`src/rtl/wfcm_pkg.sv`:
```
`timescale 1ns / 1ps
// ----------------------------------------------------------------------------
// Window to framebuffer coordinate map: shared package
// Widths, register indexes, mode codes and the setup sequencer states used by
// the top level, its datapath lane and the port checker.
// ----------------------------------------------------------------------------
package wfcm_pkg;

  // Width of every pointer field, in and out.
  localparam int VAL_W = 24;

  // Defaults for the top-level parameters.
  localparam int DIM_BITS_DEF  = 14;
  localparam int FRAC_BITS_DEF = 8;

  // Pipeline depth: capture, multiply, numerator, one stage per quotient bit,
  // and the output stage.
  localparam int NST = VAL_W + 4;

  // Configuration register indexes.
  localparam int CFG_IDX_W = 3;
  typedef enum logic [CFG_IDX_W-1:0] {
    REG_WIN_W     = 3'd0,
    REG_WIN_H     = 3'd1,
    REG_FB_W      = 3'd2,
    REG_FB_H      = 3'd3,
    REG_ASPECT    = 3'd4,
    REG_INT_SCALE = 3'd5
  } cfg_reg_e;

  // Aspect mode codes.
  localparam logic [1:0] ASPECT_STRETCH = 2'd0;
  localparam logic [1:0] ASPECT_CROP    = 2'd1;

  // Setup sequencer run after every configuration write.
  typedef enum logic [2:0] {
    ST_RUN,
    ST_LOAD,
    ST_DIV,
    ST_CMP,
    ST_SEL,
    ST_OFS
  } setup_state_e;

endpackage

```
`src/rtl/wfcm_lane.sv`:
```
`timescale 1ns / 1ps
// ----------------------------------------------------------------------------
// Window to framebuffer coordinate map: one datapath lane
// Computes round(val * mul + off, den) with ties away from zero, saturated to
// the field width, through a multiply stage and a bit-per-stage divider.
// ----------------------------------------------------------------------------
module wfcm_lane import wfcm_pkg::*; #(
  parameter int DIM_BITS  = DIM_BITS_DEF,
  parameter int FRAC_BITS = FRAC_BITS_DEF
) (
  input  logic                                clk_i,
  input  logic [NST-1:0]                      en_i,
  input  logic signed [VAL_W-1:0]             val_i,
  input  logic [DIM_BITS:0]                   mul_i,
  input  logic [DIM_BITS:0]                   den_i,
  input  logic signed [2*DIM_BITS+FRAC_BITS:0] off_i,
  output logic signed [VAL_W-1:0]             val_o
);

  localparam int OW  = 2 * DIM_BITS + FRAC_BITS + 1;
  localparam int PW  = VAL_W + DIM_BITS + 2;
  localparam int NW  = ((PW > OW) ? PW : OW) + 1;
  localparam int NNW = NW + 2;
  localparam int HW  = NNW - VAL_W;
  localparam int RW  = DIM_BITS + 2;

  // Divisor of the rounding division: twice the denominator.
  logic [RW-1:0] div_e;
  assign div_e = {den_i, 1'b0};

  // Input capture.
  logic signed [VAL_W-1:0] val_q;
  always_ff @(posedge clk_i) begin
    if (en_i[0]) begin
      val_q <= val_i;
    end
  end

  // Scale multiply.
  logic signed [PW-1:0] prod_d, prod_q;
  assign prod_d = val_q * $signed({1'b0, mul_i});
  always_ff @(posedge clk_i) begin
    if (en_i[1]) begin
      prod_q <= prod_d;
    end
  end

  // Add the centring offset, take the magnitude and form 2|n| + den.
  logic signed [NW-1:0] num;
  logic [NW-1:0]        mag;
  logic [NNW-1:0]       n_d, n_q;
  logic                 s2_q;
  always_comb begin
    num = NW'(prod_q) + NW'(off_i);
    mag = num[NW-1] ? NW'(-num) : NW'(num);
    n_d = NNW'({mag, 1'b0}) + NNW'(den_i);
  end
  always_ff @(posedge clk_i) begin
    if (en_i[2]) begin
      n_q  <= n_d;
      s2_q <= num[NW-1];
    end
  end

  // Restoring divider, one quotient bit per stage. The bits above the quotient
  // range form the first partial remainder; if they reach the divisor the
  // quotient cannot fit and the result saturates.
  logic [HW-1:0]    rh;
  logic             sat0;
  assign rh   = n_q[NNW-1:VAL_W];
  assign sat0 = rh >= HW'(div_e);

  logic [RW-1:0]    r_q   [VAL_W];
  logic [VAL_W-1:0] lo_q  [VAL_W];
  logic [VAL_W-1:0] q_q   [VAL_W];
  logic             s_q   [VAL_W];
  logic             sat_q [VAL_W];

  for (genvar j = 0; j < VAL_W; j++) begin : g_div
    logic [RW-1:0]    r_in;
    logic [VAL_W-1:0] lo_in, q_in;
    logic             s_in, sat_in;
    logic [RW:0]      t;
    logic [RW:0]      t_sub;
    logic             ge;

    if (j == 0) begin : g_first
      assign r_in   = rh[RW-1:0];
      assign lo_in  = n_q[VAL_W-1:0];
      assign q_in   = '0;
      assign s_in   = s2_q;
      assign sat_in = sat0;
    end else begin : g_next
      assign r_in   = r_q[j-1];
      assign lo_in  = lo_q[j-1];
      assign q_in   = q_q[j-1];
      assign s_in   = s_q[j-1];
      assign sat_in = sat_q[j-1];
    end

    assign t     = {r_in, lo_in[VAL_W-1]};
    assign ge    = t >= {1'b0, div_e};
    assign t_sub = t - {1'b0, div_e};

    always_ff @(posedge clk_i) begin
      if (en_i[3+j]) begin
        r_q[j]   <= ge ? t_sub[RW-1:0] : t[RW-1:0];
        lo_q[j]  <= {lo_in[VAL_W-2:0], 1'b0};
        q_q[j]   <= {q_in[VAL_W-2:0], ge};
        s_q[j]   <= s_in;
        sat_q[j] <= sat_in;
      end
    end
  end

  // Apply the sign and saturate to the field range.
  localparam logic [VAL_W-1:0] MAX_V = {1'b0, {(VAL_W-1){1'b1}}};
  localparam logic [VAL_W-1:0] MIN_V = {1'b1, {(VAL_W-1){1'b0}}};
  logic [VAL_W-1:0] qf;
  logic [VAL_W-1:0] res_d;
  logic signed [VAL_W-1:0] out_q;
  always_comb begin
    qf = q_q[VAL_W-1];
    if (s_q[VAL_W-1]) begin
      if (sat_q[VAL_W-1] || (qf[VAL_W-1] && (|qf[VAL_W-2:0]))) begin
        res_d = MIN_V;
      end else begin
        res_d = VAL_W'(-qf);
      end
    end else begin
      if (sat_q[VAL_W-1] || qf[VAL_W-1]) begin
        res_d = MAX_V;
      end else begin
        res_d = qf;
      end
    end
  end
  always_ff @(posedge clk_i) begin
    if (en_i[NST-1]) begin
      out_q <= $signed(res_d);
    end
  end

  assign val_o = out_q;

endmodule

```
`config.mk`:
```
export PLATFORM = sky130hd
export DESIGN_NAME = wfcm_lane
export DESIGN_NICKNAME = d
export VERILOG_FILES = /design/src/rtl/wfcm_pkg.sv /design/src/rtl/wfcm_lane.sv
export SDC_FILE = /design/constraint.sdc
export NUM_CORES = 2
export LEC_CHECK = 0
export ABC_AREA = 1
export BUFFER_PORTS_ARGS = -buffer_cell sky130_fd_sc_hd__clkbuf_2
export CAP_MARGIN = 20
export CORE_ASPECT_RATIO = 1.25
export CORE_UTILIZATION = 25
export DETAILED_ROUTE_END_ITERATION = 8
export GPL_TIMING_DRIVEN = 0
export PLACE_DENSITY = 0.37
export SYNTH_ARGS = -nofsm -noshare
export SYNTH_HDL_FRONTEND = slang
export SYNTH_SLANG_ARGS = --single-unit
```
`constraint.sdc`:
```
create_clock -name clk_i -period 7.4 [get_ports clk_i]
set_input_delay 0.74 -clock clk_i [delete_from_list [all_inputs] [get_ports clk_i]]
set_output_delay 0.74 -clock clk_i [all_outputs]
set_load 0.05 [all_outputs]
```
==> results_dict.tcl <==
set metrics [dict create \
    crit_required_ns 7.95 \
    layout-drive-gt1-share 0.07763 \
    synth_top_cells_by_count "nand2_1 (1,287), edfxtp_1 (1,124), inv_1 (972), a21oi_1 (669), nor2_1 (566)" \
    initial_core_util 0.2521 \
    ys_ff_latch 1124 \
    design_area_um2 81590 \
    clkSinkCount 1124 \
    maxCapViolations 0 \
    grt_start_max_net_pins 43 \
    slew_headroom 0.3070 \
    final_cells 11020 \
    synth_most_common_cell "nand2_1" \
    place.gp.congestion 0.8818 \
    status "finished with violations" \
    clkLatencyLatePin_ns 0.82 \
    routed_wl_um 211400 \
    antenna_found_initial 31 \
    rsz0062_at_grt "no" \
    grt_use_total 0.1476 \
    final_nets 8209 \
    end_kind "flop" \
    startpoint_type "flop" \
    cts_root_buffer "clkbuf_16" \
    wl_per_cell_um 19.18 \
    grt_pass1_vias 50960 \
    cts_buffer_depth 3 \
    dp_slack_ns -1.791 \
    core-area_um2 280500 \
    vias 48370 \
    critPathKind "flop to flop" \
    holdWs_ns 0.09683 \
    synth_cell_type_count 56 \
    finalSetupViolCount 0 \
    h-tree-depth 4 \
    crit_arrival_ns 7.74 \
    cts_hold_buf 0 \
    rows 217 \
    placedInstanceArea_um2 76890 \
    synth_top_area_share 0.4773 \
    synth.largest_area_cell "edfxtp_1" \
    drtIter0Drc 2245 \
    hold_viol 0 \
    cp_max_fo 10 \
    port-buffer-count 143 \
    io_pins 144 \
    numCtsBuffers 141 \
    syn-num-nets 7885 \
    drv_slew 0 \
    async_reset_ff_frac 0 \
    detailed_place_hpwl_um 170900 \
    synth_area_um2 70710 \
    drtPass1Iterations 9 \
    synth-edff-count 1124 \
    clock.fmax_mhz 139.1 \
    period_needed_ns 7.187 \
    path_clk_slew_ns 0.06 \
    synthTopCellsByArea "edfxtp_1 (48%), fa_1 (11%), ha_1 (9.4%)" \
    skew_ns 0.08377 \
    cts_tree "done" \
    hold_path_class "input port to flop" \
    avgSynthCellArea_um2 10.31 \
    overflow 0 \
    dominantRegCellSynth "edfxtp_1" \
    die-width_um 477.7 \
    synthCells 6861 \
    ys_warn_count 0 \
    synthToLayoutAreaGrowth_pct 15.39 \
    violations "DRC" \
    period_share 0.9712 \
    dp_cells 10770 \
    die_height_um 596.6 \
    ys_seq_area_frac 0.4773 \
    ant_nets 0 \
    dieArea_um2 285000 \
    grt_pass1_wl_um 313900 \
    timing.final.ws_setup_ns 0.2135 \
    tightest_slew_ns 1.040 \
    drc 30 \
    drt-vias-per-instance 4.389 \
]
[critical path: stages (launching register included)]
cell and delay, ns:
edfxtp_1 0.64, clkbuf_2 0.43, nand2_1 0.12, fa_1 0.52
fa_1 0.44, fa_1 0.49, fa_1 0.49, inv_1 0.05
fa_1 0.53, inv_1 0.05, fa_1 0.52, inv_1 0.04
ha_1 0.35, a21oi_1 0.13, a21boi_1 0.37, o21ai_0 0.25
a21boi_1 0.34, o21ai_1 0.19, a21boi_1 0.35, o21bai_1 0.23
a21oi_1 0.22, inv_1 0.06, nand2_1 0.05, nand2_1 0.06
[cells by family (layout without fill, tap and decap cells)]
logic type	after synthesis	count (layout)	share of synthesized area
DFF	1124	1124	0.4773
adders and majority gates	904	904	0.1998
buffers and inverters	1126	1556	0.06078
xor gates and xnor gates	391	391	0.04854
AOI/OAI and AO/OA	1060	1060	0.08118
and+or+nand+nor	2255	2255	0.1323
other	1	7	0.00005303
[through the flow]
stage	TNS (ns)	utilization
2_1_floorplan	0	-
3_3_place_gp	-26.61	0.2713
3_5_place_dp	-27.45	0.2741
4_1_cts	0	0.2907
5_1_grt	0	0.2909
6_report	0	0.2909
[area by class of cell]
class,count,area (um^2)
Fill cell,29050,198900
Tap cell,3723,4658
Timing Repair Buffer,188,1594
Inverter,993,3727
Sequential cell,1124,33750
Clock inverter,79,935.9
Clock buffer,170,3637
Multi-Input combinational cell,4611,32710
Buffer,126,560.5
Antenna cell,6,15.01
[cells in the final DEF (no fill, tap or decap), drive strengths merged, types with 18 or more instances in the layout]
master and instances:
a21o 18, a21oi 672, a311oi 18, buf 97
clkbuf 387, clkinv 66, edfxtp 1124, fa 375
ha 529, inv 993, nand2 1314, nand3 196
nand4 70, nor2 598, nor3 37, o21ai 246
xnor2 216, xor2 175
[state kept, by name (all words and copies together) (netlist names), 24 cells and up]
signal	flops
lo_q	276
n_q	43
prod_q	40
q_q	300
r_q	368
s_q	24
sat_q	24
val_o	24
val_q	24
[repair_timing]
| item | in CTS | in global routing |
|---|---|---|
| gates resized for setup | 28 | 7 |
| setup endpoints to repair | 34 | 8 |
| pin swaps | 1 | 0 |
| setup buffers | 4 | 0 |
[worst paths after layout]
| path | startpoint | end | slack, ns | cells past startpoint |
|---|---|---|---|---|
| max | val_q[10] | prod_q[38] | 0.21 | 23 |
| min | val_i[11] | val_q[11] | 0.1 | 1 |
| max reg2reg | val_q[10] | prod_q[38] | 0.21 | 23 |
| min reg2reg | q_q[2][121] | q_q[2][146] | 0.35 | 0 |
[per-layer routing]
metal,GRT usage,wire length [um]
met2,0.2959,118100
met4,0.07424,11030
met5,0,320
met1,0.1420,74690
met3,0.02476,7270
Power is left out: the tool's default activity adds up to more than one toggle a clock period on the data nets, which glitch-free logic cannot reach.
